===== config.mk =====
export PLATFORM = sky130hd
export DESIGN_NAME = shortest_job_first_schedule_core
export DESIGN_NICKNAME = d
export VERILOG_FILES = /design/src/design/sjf_pkg.sv /design/src/design/sjf_front.sv /design/src/design/sjf_queue.sv /design/src/design/sjf_back.sv /design/src/design/shortest_job_first_schedule_core.sv
export SDC_FILE = /design/constraint.sdc
export NUM_CORES = 1
export LEC_CHECK = 0
export ABC_AREA = 1
export BUFFER_PORTS_ARGS = -buffer_cell sky130_fd_sc_hd__buf_4
export CORE_MARGIN = 2
export CORE_UTILIZATION = 45
export CTS_BUF_LIST = sky130_fd_sc_hd__clkbuf_4 sky130_fd_sc_hd__clkbuf_8
export DETAILED_ROUTE_END_ITERATION = 8
export GPL_ROUTABILITY_DRIVEN = 1
export PLACE_DENSITY = 0.68
export SLEW_MARGIN = 10
export SYNTH_ARGS = -nofsm -noshare
export SYNTH_HDL_FRONTEND = slang
export SYNTH_HIERARCHICAL = 1
export SYNTH_SLANG_ARGS = --single-unit
export TNS_END_PERCENT = 50

===== constraint.sdc =====
create_clock -name clk_i -period 4.3 [get_ports clk_i]
set_input_delay 0.86 -clock clk_i [delete_from_list [all_inputs] [get_ports clk_i]]
set_output_delay 0.86 -clock clk_i [all_outputs]
set_load 0.1 [all_outputs]

===== src/design/sjf_pkg.sv =====
`default_nettype none
package sjf_pkg;

  localparam int MAX_JOBS = 16;
  localparam int CNT_W    = $clog2(MAX_JOBS + 1);
  localparam int IDX_W    = $clog2(MAX_JOBS);

  localparam int ID_W     = 8;
  localparam int BURST_W  = 16;
  localparam int FINISH_W = 20;
  localparam int MEAN_W   = 27;
  localparam int FRAC_W   = 8;

  // Running time and start-time sum, wide enough for a full batch.
  localparam int NOW_W    = BURST_W + CNT_W;
  localparam int WAIT_W   = BURST_W + 2 * IDX_W;
  localparam int DIV_W    = WAIT_W + FRAC_W;
  localparam int DCNT_W   = $clog2(DIV_W + 1);

  localparam int Q_DEPTH  = 2;
  localparam int QPTR_W   = (Q_DEPTH > 1) ? $clog2(Q_DEPTH) : 1;
  localparam int QCNT_W   = $clog2(Q_DEPTH + 1);

  typedef struct packed {
    logic [ID_W-1:0]    id;
    logic [BURST_W-1:0] burst;
    logic               dropped;
    logic               final_job;
  } job_t;

endpackage
`default_nettype wire


===== src/design/sjf_front.sv =====
`default_nettype none
module sjf_front (
  input  logic                clk_i,
  input  logic                rst_ni,
  input  logic                in_valid_i,
  output logic                in_ready_o,
  input  logic [sjf_pkg::ID_W-1:0]    proc_id_i,
  input  logic [sjf_pkg::BURST_W-1:0] burst_i,
  input  logic                last_i,
  output logic                push_valid_o,
  input  logic                push_ready_i,
  output sjf_pkg::job_t       push_data_o
);

  localparam int N = sjf_pkg::MAX_JOBS;

  logic [sjf_pkg::ID_W-1:0]    id_q    [N];
  logic [sjf_pkg::BURST_W-1:0] burst_q [N];
  logic [sjf_pkg::ID_W-1:0]    id_d    [N];
  logic [sjf_pkg::BURST_W-1:0] burst_d [N];
  logic [sjf_pkg::CNT_W-1:0]   count_q, count_d;
  logic                        overflow_q, overflow_d;
  logic                        draining_q, draining_d;
  logic [N-1:0]                gt;
  logic                        in_acc, has_room, push, last_out;

  assign in_ready_o = !draining_q;
  assign in_acc     = in_valid_i && in_ready_o;
  assign has_room   = count_q < sjf_pkg::CNT_W'(N);
  assign last_out   = count_q == sjf_pkg::CNT_W'(1);

  assign push_valid_o          = draining_q;
  assign push                  = draining_q && push_ready_i;
  assign push_data_o.id        = id_q[0];
  assign push_data_o.burst     = burst_q[0];
  assign push_data_o.dropped   = overflow_q;
  assign push_data_o.final_job = last_out;

  // Empty cells count as larger than anything, so the new job lands
  // right after the last stored burst that does not exceed it.
  always_comb begin
    for (int i = 0; i < N; i++) begin
      gt[i] = (sjf_pkg::CNT_W'(i) >= count_q) || (burst_q[i] > burst_i);
    end
  end

  always_comb begin
    for (int i = 0; i < N; i++) begin
      id_d[i]    = id_q[i];
      burst_d[i] = burst_q[i];
    end
    if (push) begin
      for (int i = 0; i < N - 1; i++) begin
        id_d[i]    = id_q[i+1];
        burst_d[i] = burst_q[i+1];
      end
    end else if (in_acc && has_room) begin
      if (gt[0]) begin
        id_d[0]    = proc_id_i;
        burst_d[0] = burst_i;
      end
      for (int i = 1; i < N; i++) begin
        if (gt[i]) begin
          if (!gt[i-1]) begin
            id_d[i]    = proc_id_i;
            burst_d[i] = burst_i;
          end else begin
            id_d[i]    = id_q[i-1];
            burst_d[i] = burst_q[i-1];
          end
        end
      end
    end
  end

  always_comb begin
    count_d    = count_q;
    overflow_d = overflow_q;
    draining_d = draining_q;
    if (push) begin
      count_d = count_q - sjf_pkg::CNT_W'(1);
      if (last_out) begin
        draining_d = 1'b0;
        overflow_d = 1'b0;
      end
    end else if (in_acc) begin
      if (has_room) begin
        count_d = count_q + sjf_pkg::CNT_W'(1);
      end else begin
        overflow_d = 1'b1;
      end
      if (last_i) begin
        draining_d = 1'b1;
      end
    end
  end

  always_ff @(posedge clk_i) begin
    for (int i = 0; i < N; i++) begin
      id_q[i]    <= id_d[i];
      burst_q[i] <= burst_d[i];
    end
  end

  always_ff @(posedge clk_i or negedge rst_ni) begin
    if (!rst_ni) begin
      count_q    <= '0;
      overflow_q <= 1'b0;
      draining_q <= 1'b0;
    end else begin
      count_q    <= count_d;
      overflow_q <= overflow_d;
      draining_q <= draining_d;
    end
  end

endmodule
`default_nettype wire


===== src/design/sjf_queue.sv =====
`default_nettype none
module sjf_queue (
  input  logic          clk_i,
  input  logic          rst_ni,
  input  logic          push_valid_i,
  output logic          push_ready_o,
  input  sjf_pkg::job_t push_data_i,
  output logic          pop_valid_o,
  input  logic          pop_ready_i,
  output sjf_pkg::job_t pop_data_o
);

  localparam int QL = sjf_pkg::QPTR_W;
  localparam int QC = sjf_pkg::QCNT_W;

  sjf_pkg::job_t   mem_q [sjf_pkg::Q_DEPTH];
  logic [QL-1:0]   wr_ptr_q, rd_ptr_q;
  logic [QC-1:0]   cnt_q;
  logic            push, pop;

  assign push_ready_o = cnt_q != QC'(sjf_pkg::Q_DEPTH);
  assign pop_valid_o  = cnt_q != '0;
  assign push         = push_valid_i && push_ready_o;
  assign pop          = pop_valid_o && pop_ready_i;
  assign pop_data_o   = mem_q[rd_ptr_q];

  function automatic logic [QL-1:0] ptr_inc(input logic [QL-1:0] p);
    ptr_inc = (p == QL'(sjf_pkg::Q_DEPTH - 1)) ? '0 : p + QL'(1);
  endfunction

  always_ff @(posedge clk_i) begin
    if (push) begin
      mem_q[wr_ptr_q] <= push_data_i;
    end
  end

  always_ff @(posedge clk_i or negedge rst_ni) begin
    if (!rst_ni) begin
      wr_ptr_q <= '0;
      rd_ptr_q <= '0;
      cnt_q    <= '0;
    end else begin
      if (push) begin
        wr_ptr_q <= ptr_inc(wr_ptr_q);
      end
      if (pop) begin
        rd_ptr_q <= ptr_inc(rd_ptr_q);
      end
      if (push && !pop) begin
        cnt_q <= cnt_q + QC'(1);
      end else if (pop && !push) begin
        cnt_q <= cnt_q - QC'(1);
      end
    end
  end

endmodule
`default_nettype wire


===== src/design/sjf_back.sv =====
`default_nettype none
module sjf_back (
  input  logic          clk_i,
  input  logic          rst_ni,
  input  logic          pop_valid_i,
  output logic          pop_ready_o,
  input  sjf_pkg::job_t pop_data_i,
  output logic          out_valid_o,
  input  logic          out_ready_i,
  output logic [sjf_pkg::ID_W-1:0]     job_id_o,
  output logic [sjf_pkg::BURST_W-1:0]  job_burst_o,
  output logic [sjf_pkg::FINISH_W-1:0] finish_time_o,
  output logic [sjf_pkg::MEAN_W-1:0]   mean_wait_q8_o,
  output logic                         dropped_o,
  output logic                         final_res_o
);

  localparam int CW = sjf_pkg::CNT_W;
  localparam int DW = sjf_pkg::DIV_W;
  localparam int KW = sjf_pkg::DCNT_W;

  logic [sjf_pkg::NOW_W-1:0]  now_q, finish_full;
  logic [sjf_pkg::WAIT_W-1:0] wsum_q, wsum_next;
  logic [CW-1:0]              n_q;
  logic                       out_valid_q, out_valid_d, busy_q;
  logic [KW-1:0]              div_cnt_q;
  logic [CW-1:0]              div_rem_q, div_den_q, rem_d;
  logic [DW-1:0]              div_quo_q, quo_d;
  logic [CW:0]                sh;
  logic                       ge, pop, div_done;

  logic [sjf_pkg::ID_W-1:0]     id_q;
  logic [sjf_pkg::BURST_W-1:0]  burst_q;
  logic [sjf_pkg::FINISH_W-1:0] finish_q;
  logic [sjf_pkg::MEAN_W-1:0]   mean_q;
  logic                         dropped_q, final_q;

  assign pop_ready_o = !busy_q && (!out_valid_q || out_ready_i);
  assign pop         = pop_valid_i && pop_ready_o;
  assign finish_full = now_q + sjf_pkg::NOW_W'(pop_data_i.burst);
  assign wsum_next   = wsum_q + sjf_pkg::WAIT_W'(now_q);
  assign div_done    = busy_q && (div_cnt_q == KW'(1));

  // Restoring division, one quotient bit per cycle.
  assign sh    = {div_rem_q, div_quo_q[DW-1]};
  assign ge    = sh >= {1'b0, div_den_q};
  assign rem_d = ge ? CW'(sh - {1'b0, div_den_q}) : CW'(sh);
  assign quo_d = {div_quo_q[DW-2:0], ge};

  always_comb begin
    out_valid_d = out_valid_q;
    if (out_valid_q && out_ready_i) begin
      out_valid_d = 1'b0;
    end
    if (pop && !pop_data_i.final_job) begin
      out_valid_d = 1'b1;
    end
    if (div_done) begin
      out_valid_d = 1'b1;
    end
  end

  always_ff @(posedge clk_i) begin
    if (pop) begin
      id_q      <= pop_data_i.id;
      burst_q   <= pop_data_i.burst;
      finish_q  <= finish_full[sjf_pkg::FINISH_W-1:0];
      mean_q    <= '0;
      dropped_q <= pop_data_i.dropped;
      final_q   <= pop_data_i.final_job;
      if (pop_data_i.final_job) begin
        div_rem_q <= '0;
        div_quo_q <= {wsum_next, sjf_pkg::FRAC_W'(0)};
        div_den_q <= n_q + CW'(1);
      end
    end
    if (busy_q) begin
      div_rem_q <= rem_d;
      div_quo_q <= quo_d;
      if (div_done) begin
        mean_q <= sjf_pkg::MEAN_W'(quo_d);
      end
    end
  end

  always_ff @(posedge clk_i or negedge rst_ni) begin
    if (!rst_ni) begin
      out_valid_q <= 1'b0;
      busy_q      <= 1'b0;
      div_cnt_q   <= '0;
      now_q       <= '0;
      wsum_q      <= '0;
      n_q         <= '0;
    end else begin
      out_valid_q <= out_valid_d;
      if (pop) begin
        if (pop_data_i.final_job) begin
          busy_q    <= 1'b1;
          div_cnt_q <= KW'(DW);
          now_q     <= '0;
          wsum_q    <= '0;
          n_q       <= '0;
        end else begin
          now_q       <= finish_full;
          wsum_q      <= wsum_next;
          n_q         <= n_q + CW'(1);
        end
      end
      if (busy_q) begin
        div_cnt_q <= div_cnt_q - KW'(1);
        if (div_done) begin
          busy_q      <= 1'b0;
        end
      end
    end
  end

  assign out_valid_o    = out_valid_q;
  assign job_id_o       = id_q;
  assign job_burst_o    = burst_q;
  assign finish_time_o  = finish_q;
  assign mean_wait_q8_o = mean_q;
  assign dropped_o      = dropped_q;
  assign final_res_o    = final_q;

  a_busy_no_out : assert property (@(posedge clk_i) disable iff (!rst_ni)
    busy_q |-> !out_valid_q)
    else $error("result shown while divider runs");

  a_div_done_final : assert property (@(posedge clk_i) disable iff (!rst_ni)
    div_done |=> (out_valid_q && final_q && !busy_q))
    else $error("divider finish did not present final result");

  a_mean_zero : assert property (@(posedge clk_i) disable iff (!rst_ni)
    (out_valid_q && !final_q) |-> (mean_q == '0))
    else $error("mean set on non-final result");

  a_sums_cleared : assert property (@(posedge clk_i) disable iff (!rst_ni)
    busy_q |-> (now_q == '0 || $past(pop)))
    else $error("running time not cleared after final job");

endmodule
`default_nettype wire


===== src/design/shortest_job_first_schedule_core.sv =====
`default_nettype none
// Nonpreemptive shortest-job-first scheduler. Load a batch of up to
// sjf_pkg::MAX_JOBS jobs (id and burst), one request per cycle; the request
// with last_i set closes the batch. Jobs beyond capacity are dropped and
// every result of that batch carries dropped_o. Results come out in
// ascending burst order, stable for equal bursts, each with its finish
// time; the final one also carries the mean waiting time in unsigned Q8,
// truncated. Loading inserts each accepted job in place into the sorted
// insertion chain. After the closing request the chain drains one job per
// cycle into a two-entry queue, and input is held off until the drain
// ends; the drain stalls while the queue is full because results are
// stalled or a divide is still running. The back end emits at most one
// result per cycle; the final result waits for the bit-serial divider,
// while the front is already free to load the next batch.
module shortest_job_first_schedule_core (
  input  logic                         clk_i,
  input  logic                         rst_ni,
  input  logic                         in_valid_i,
  output logic                         in_ready_o,
  input  logic [sjf_pkg::ID_W-1:0]     proc_id_i,
  input  logic [sjf_pkg::BURST_W-1:0]  burst_i,
  input  logic                         last_i,
  output logic                         out_valid_o,
  input  logic                         out_ready_i,
  output logic [sjf_pkg::ID_W-1:0]     job_id_o,
  output logic [sjf_pkg::BURST_W-1:0]  job_burst_o,
  output logic [sjf_pkg::FINISH_W-1:0] finish_time_o,
  output logic [sjf_pkg::MEAN_W-1:0]   mean_wait_q8_o,
  output logic                         dropped_o,
  output logic                         final_res_o
);

  // Sorted jobs flow front -> queue -> back.
  logic          push_valid, push_ready;
  sjf_pkg::job_t push_data;
  logic          pop_valid, pop_ready;
  sjf_pkg::job_t pop_data;

  // Front: insert each request into the sorted chain while room remains, drain on close.
  sjf_front u_front (
    .clk_i        (clk_i),
    .rst_ni       (rst_ni),
    .in_valid_i   (in_valid_i),
    .in_ready_o   (in_ready_o),
    .proc_id_i    (proc_id_i),
    .burst_i      (burst_i),
    .last_i       (last_i),
    .push_valid_o (push_valid),
    .push_ready_i (push_ready),
    .push_data_o  (push_data)
  );

  // Decouple the drain from result back-pressure and the divider.
  sjf_queue u_queue (
    .clk_i        (clk_i),
    .rst_ni       (rst_ni),
    .push_valid_i (push_valid),
    .push_ready_o (push_ready),
    .push_data_i  (push_data),
    .pop_valid_o  (pop_valid),
    .pop_ready_i  (pop_ready),
    .pop_data_o   (pop_data)
  );

  // Back: accumulate finish and start times, divide for the mean.
  sjf_back u_back (
    .clk_i          (clk_i),
    .rst_ni         (rst_ni),
    .pop_valid_i    (pop_valid),
    .pop_ready_o    (pop_ready),
    .pop_data_i     (pop_data),
    .out_valid_o    (out_valid_o),
    .out_ready_i    (out_ready_i),
    .job_id_o       (job_id_o),
    .job_burst_o    (job_burst_o),
    .finish_time_o  (finish_time_o),
    .mean_wait_q8_o (mean_wait_q8_o),
    .dropped_o      (dropped_o),
    .final_res_o    (final_res_o)
  );

endmodule
`default_nettype wire

==> summary by stage <==
CTS
The clock tree from TritonCTS is done. The count of hold-fix buffers inserted at cts is 0. Clock latency on the worst-skew pair, taken at its later pin, is 0.76 ns. The cell at the root of the clock tree is clkbuf_8. The number of buffers created by CTS is 109.

Buffers added to address setup during post-CTS repair amount to 0. The H-tree was split into 3 levels. Gates resized during post-CTS repair numbered 0. The clock transition time at the flip-flop clock pins of the worst setup and hold paths is 0.06 ns. The tree built by TritonCTS fans out to 620 sinks.

The longest clock path from root to sink contains 3 buffers.

Routing
The total vias in the final route is 32500. Summed over all layers, the routed wires come to 103000 um. The first TritonRoute pass finished after 5 iterations. In this run the remaining antenna-violating nets after routing total 0. The first routing iteration left 2433 violations. Dividing the detail-routed wire length by the instance count gives 16.3 um. The per-cell via count in the routed design is 5.14. In the routed design, unresolved DRC markers number 0.

Cells and area
The share of layout cells above drive strength 1 is 0.0937. Summing all multi-input logic gate instances after layout gives 0.0178 sq mm. The number of inserted filler cells in the final layout is 8258. The area taken by flip-flops and latches is 0.0180 sq mm.

For this run, the post-layout net count is 5389. At the end of the flow the core is filled with cells to 0.504. The post-route cell area is 0.0437 sq mm. The growth of design area from synthesis to finish is 11.3%.

GRT
The via count of the first global-routing pass is 31600. The initial antenna violation count is 1. Entering global routing, the biggest net connects 97 pins. The total overflow left after global routing is 0.

The first-pass GRT wire length is 167000 um. The overall global routing resource usage is 0.230.

Worst setup path
The biggest cell delay along the critical path is 0.58 ns. The endpoint arrival time on the critical path is 3.54 ns. The critical path starts at u_queue/rd_ptr_q$_DFFE_PN0P_. The cell with the biggest individual delay on the critical path is dfrtp_1. The origin of the critical flop-to-flop path is u_queue/rd_ptr_q$_DFFE_PN0P_. The worst setup path is of the flip-flop to flip-flop kind. The maximum fanout along the worst path is 27. The most frequent cell on the critical path is nand2_1. The worst setup path is captured at a flip-flop. The required time reported for the critical path endpoint is 4.80 ns. The critical path startpoint category is a flip-flop. The critical path goes through inv_8 -> nand2_1 -> nand2_1 -> ha_1 -> inv_1 -> fa_1 -> inv_1 -> nand3_1 -> nand3_1 -> nand2_1 -> nand2_1 -> nand2_1 -> nand2_1 -> nand2_1 -> and2_1.

Logic synthesis
The number of distinct standard cells referenced by the synthesized netlist is 52. The Yosys step of the flow raised 6 warnings. In this run, synthesis produced a sequential element count of 620. The top flip-flop cell by instance count after synthesis is edfxtp_1. Of the synthesized area, sequential elements account for 0.459. By area the synthesized netlist is led by edfxtp_1 40%, nand2_1 18%, nand3_1 10%, ha_1 9.3%, inv_1 5.6%. The commonest cells after synthesis are 1833 x nand2_1, 820 x nand3_1, 584 x inv_1, 524 x edfxtp_1, 291 x ha_1.

The share of the synthesized area in the top cell type is 0.401. Of all flip-flops after synthesis, the portion carrying an async set or reset was 0.111. The synthesized design spends more area on one cell type than any other, namely edfxtp_1.

The count of flip-flops with a built-in enable after synthesis is 524. The most common cell in the synthesized netlist is nand2_1. In this run the mean area of a mapped cell was 7.89 sq um. The synthesized netlist occupies a cell area of 0.0393 sq mm.

The cell count after synthesis is 4973. The post-synth net total is 5296.

Timing
The count of final max-slew check failures is 0. In this run the tightest slew margin relative to its limit is 0.285. The time the worst path needs with I/O delays and setup is 3.03 ns. At the pin with the least slew margin, the transition time is 1.07 ns.

Derived from the worst setup path, the maximum achievable clock frequency is 330 MHz. Setup repair after global routing left no endpoint under its margin. The share of the clock period used by the worst path after layout is 0.706.

The number of hold violations in the final report is 0. The largest clock skew in the final design is 0.0408 ns. The minimum hold slack is 0.248 ns. Setup total negative slack on the finished layout was measured at 0 ns.

Setup violations remaining at the end of the flow were counted as 0.

Placed design
The placed instances occupy a cell area of 0.0415 sq mm. At the end of routability-driven placement, the weighted congestion stood at 0.924. The count of buffers added on input and output ports is 103.

The HPWL after detailed placement is 74900 um.

Power
The worst-case IR drop observed on VDD is 0.662 mV. Of the total power, registers draw 0.342. Power spread over the standard cell area amounts to 870 mW/mm^2. The total power of the final layout is 38000 uW. The fraction of power consumed by the clock network is 0.146. The combinational fraction of design power is 0.512. The net switching fraction of the power is 0.483.

The power spent charging and discharging nets is 18300 uW. The design internal power is 19600 uW. For this design the static power due to leakage is 0.0216 uW.

Die
The initial cell density of the core is 0.453. From left edge to right edge, the die measures 299 um. The standard cell core area is 0.0866 sq mm. During I/O placement, the number of pins put on the boundary was 104. From bottom edge to top edge, the die measures 299 um.

The total die area is 0.0896 sq mm. The row count is 108.

Flow run
Across the run, the number of max-cap violations was 0.

Min path
The class of the worst hold path is input port to asynchronous set/reset pin.

Run status
The run finished with clean final reports.
[registers in the layout, summed over array words and instances (netlist names), 16 cells and up]
name,cells
u_queue/mem_q,52
u_back/job_burst_o,16
u_front/id_q,128
u_back/now_q,21
u_front/burst_q,256
u_back/finish_time_o,20
u_back/mean_wait_q8_o,27
u_back/div_quo_q,32
u_back/wsum_q,24
[power by group through the flow]
stage	clock network, uW	registers [uW]	logic, uW
finish	5560	13000	19400
global route	5920	13300	21900
CTS	5690	13000	19400
detailed placement	0	13100	19300
global placement	0	13000	19000
floorplan	0	14300	12700
[logic make-up after synthesis]
group | after synthesis | synth area share
AND/OR/NAND/NOR | 2907 | 0.313
XOR/XNOR | 24 | 0.00536
adder cells (fa/ha/maj) | 294 | 0.0943
flip-flops | 620 | 0.459
AO/OA/AOI/OAI | 280 | 0.0408
buffers and inverters | 848 | 0.0878
[through the flow]
step | worst slack, ns | instances
5_1_grt | 1.11 | 6312
4_1_cts | 1.26 | 6311
2_1_floorplan | 0.493 | 4973
6_report | 1.27 | 6313
3_5_place_dp | 0.791 | 6110
3_3_place_gp | 0.783 | 6110
[cell usage in the layout, fill, tap and decap left out, types with 18 or more instances in the layout]
| master | n |
|---|---|
| nand2_2 | 18 |
| o21ai_0 | 74 |
| nor2_1 | 140 |
| nand3_1 | 820 |
| buf_4 | 219 |
| inv_1 | 583 |
| dfrtp_1 | 69 |
| clkbuf_8 | 117 |
| nand4_1 | 22 |
| clkbuf_4 | 39 |
| edfxtp_1 | 524 |
| o22ai_1 | 26 |
| clkinv_1 | 24 |
| nand2_1 | 1832 |
| a21oi_1 | 129 |
| ha_1 | 291 |
| dfxtp_1 | 27 |
[worst max-delay path: cells and delay by family, from the launching register on]
| kind | cells | cell delay (ns) |
|---|---|---|
| DFF | 1 | 0.58 |
| and+or+nand+nor | 10 | 1.15 |
| buffers and inverters | 3 | 0.42 |
| adders and majority gates | 2 | 0.62 |
[routing by layer]
layer	wire [um]	track usage
met1	46500	0.309
met2	48000	0.381
met3	6240	0.0396
met4	2230	0.0649
met5	0	0
[final timing paths]
| kind | depth (start not counted) | end | slack, ns |
|---|---|---|---|
| max reg2reg | 15 | u_back/finish_time_o[16]$_DFFE_PP_ | 1.27 |
| min reg2reg | 2 | u_back/mean_wait_q8_o[3]$_DFF_P_ | 0.48 |
| min | 1 | u_back/now_q[5]$_DFFE_PN0P_ | 0.25 |
| max | 15 | u_back/finish_time_o[16]$_DFFE_PP_ | 1.27 |
| max in group asynchronous | 1 | u_back/n_q[0]$_DFFE_PN0P_ | 3.37 |
| min in group clk_i | 3 | u_front/push_valid_o$_DFFE_PN0P_ | 0.38 |
[area by class of cell]
type	count	area share
multi-input combinational	3505	0.408
antenna	2	0.000115
clock inverter	45	0.00685
tap	1155	0.0331
inverter	596	0.0518
timing repair buffer	234	0.0445
clock buffer	156	0.0436
sequential	620	0.412
(Power assumes the default switching activity.)
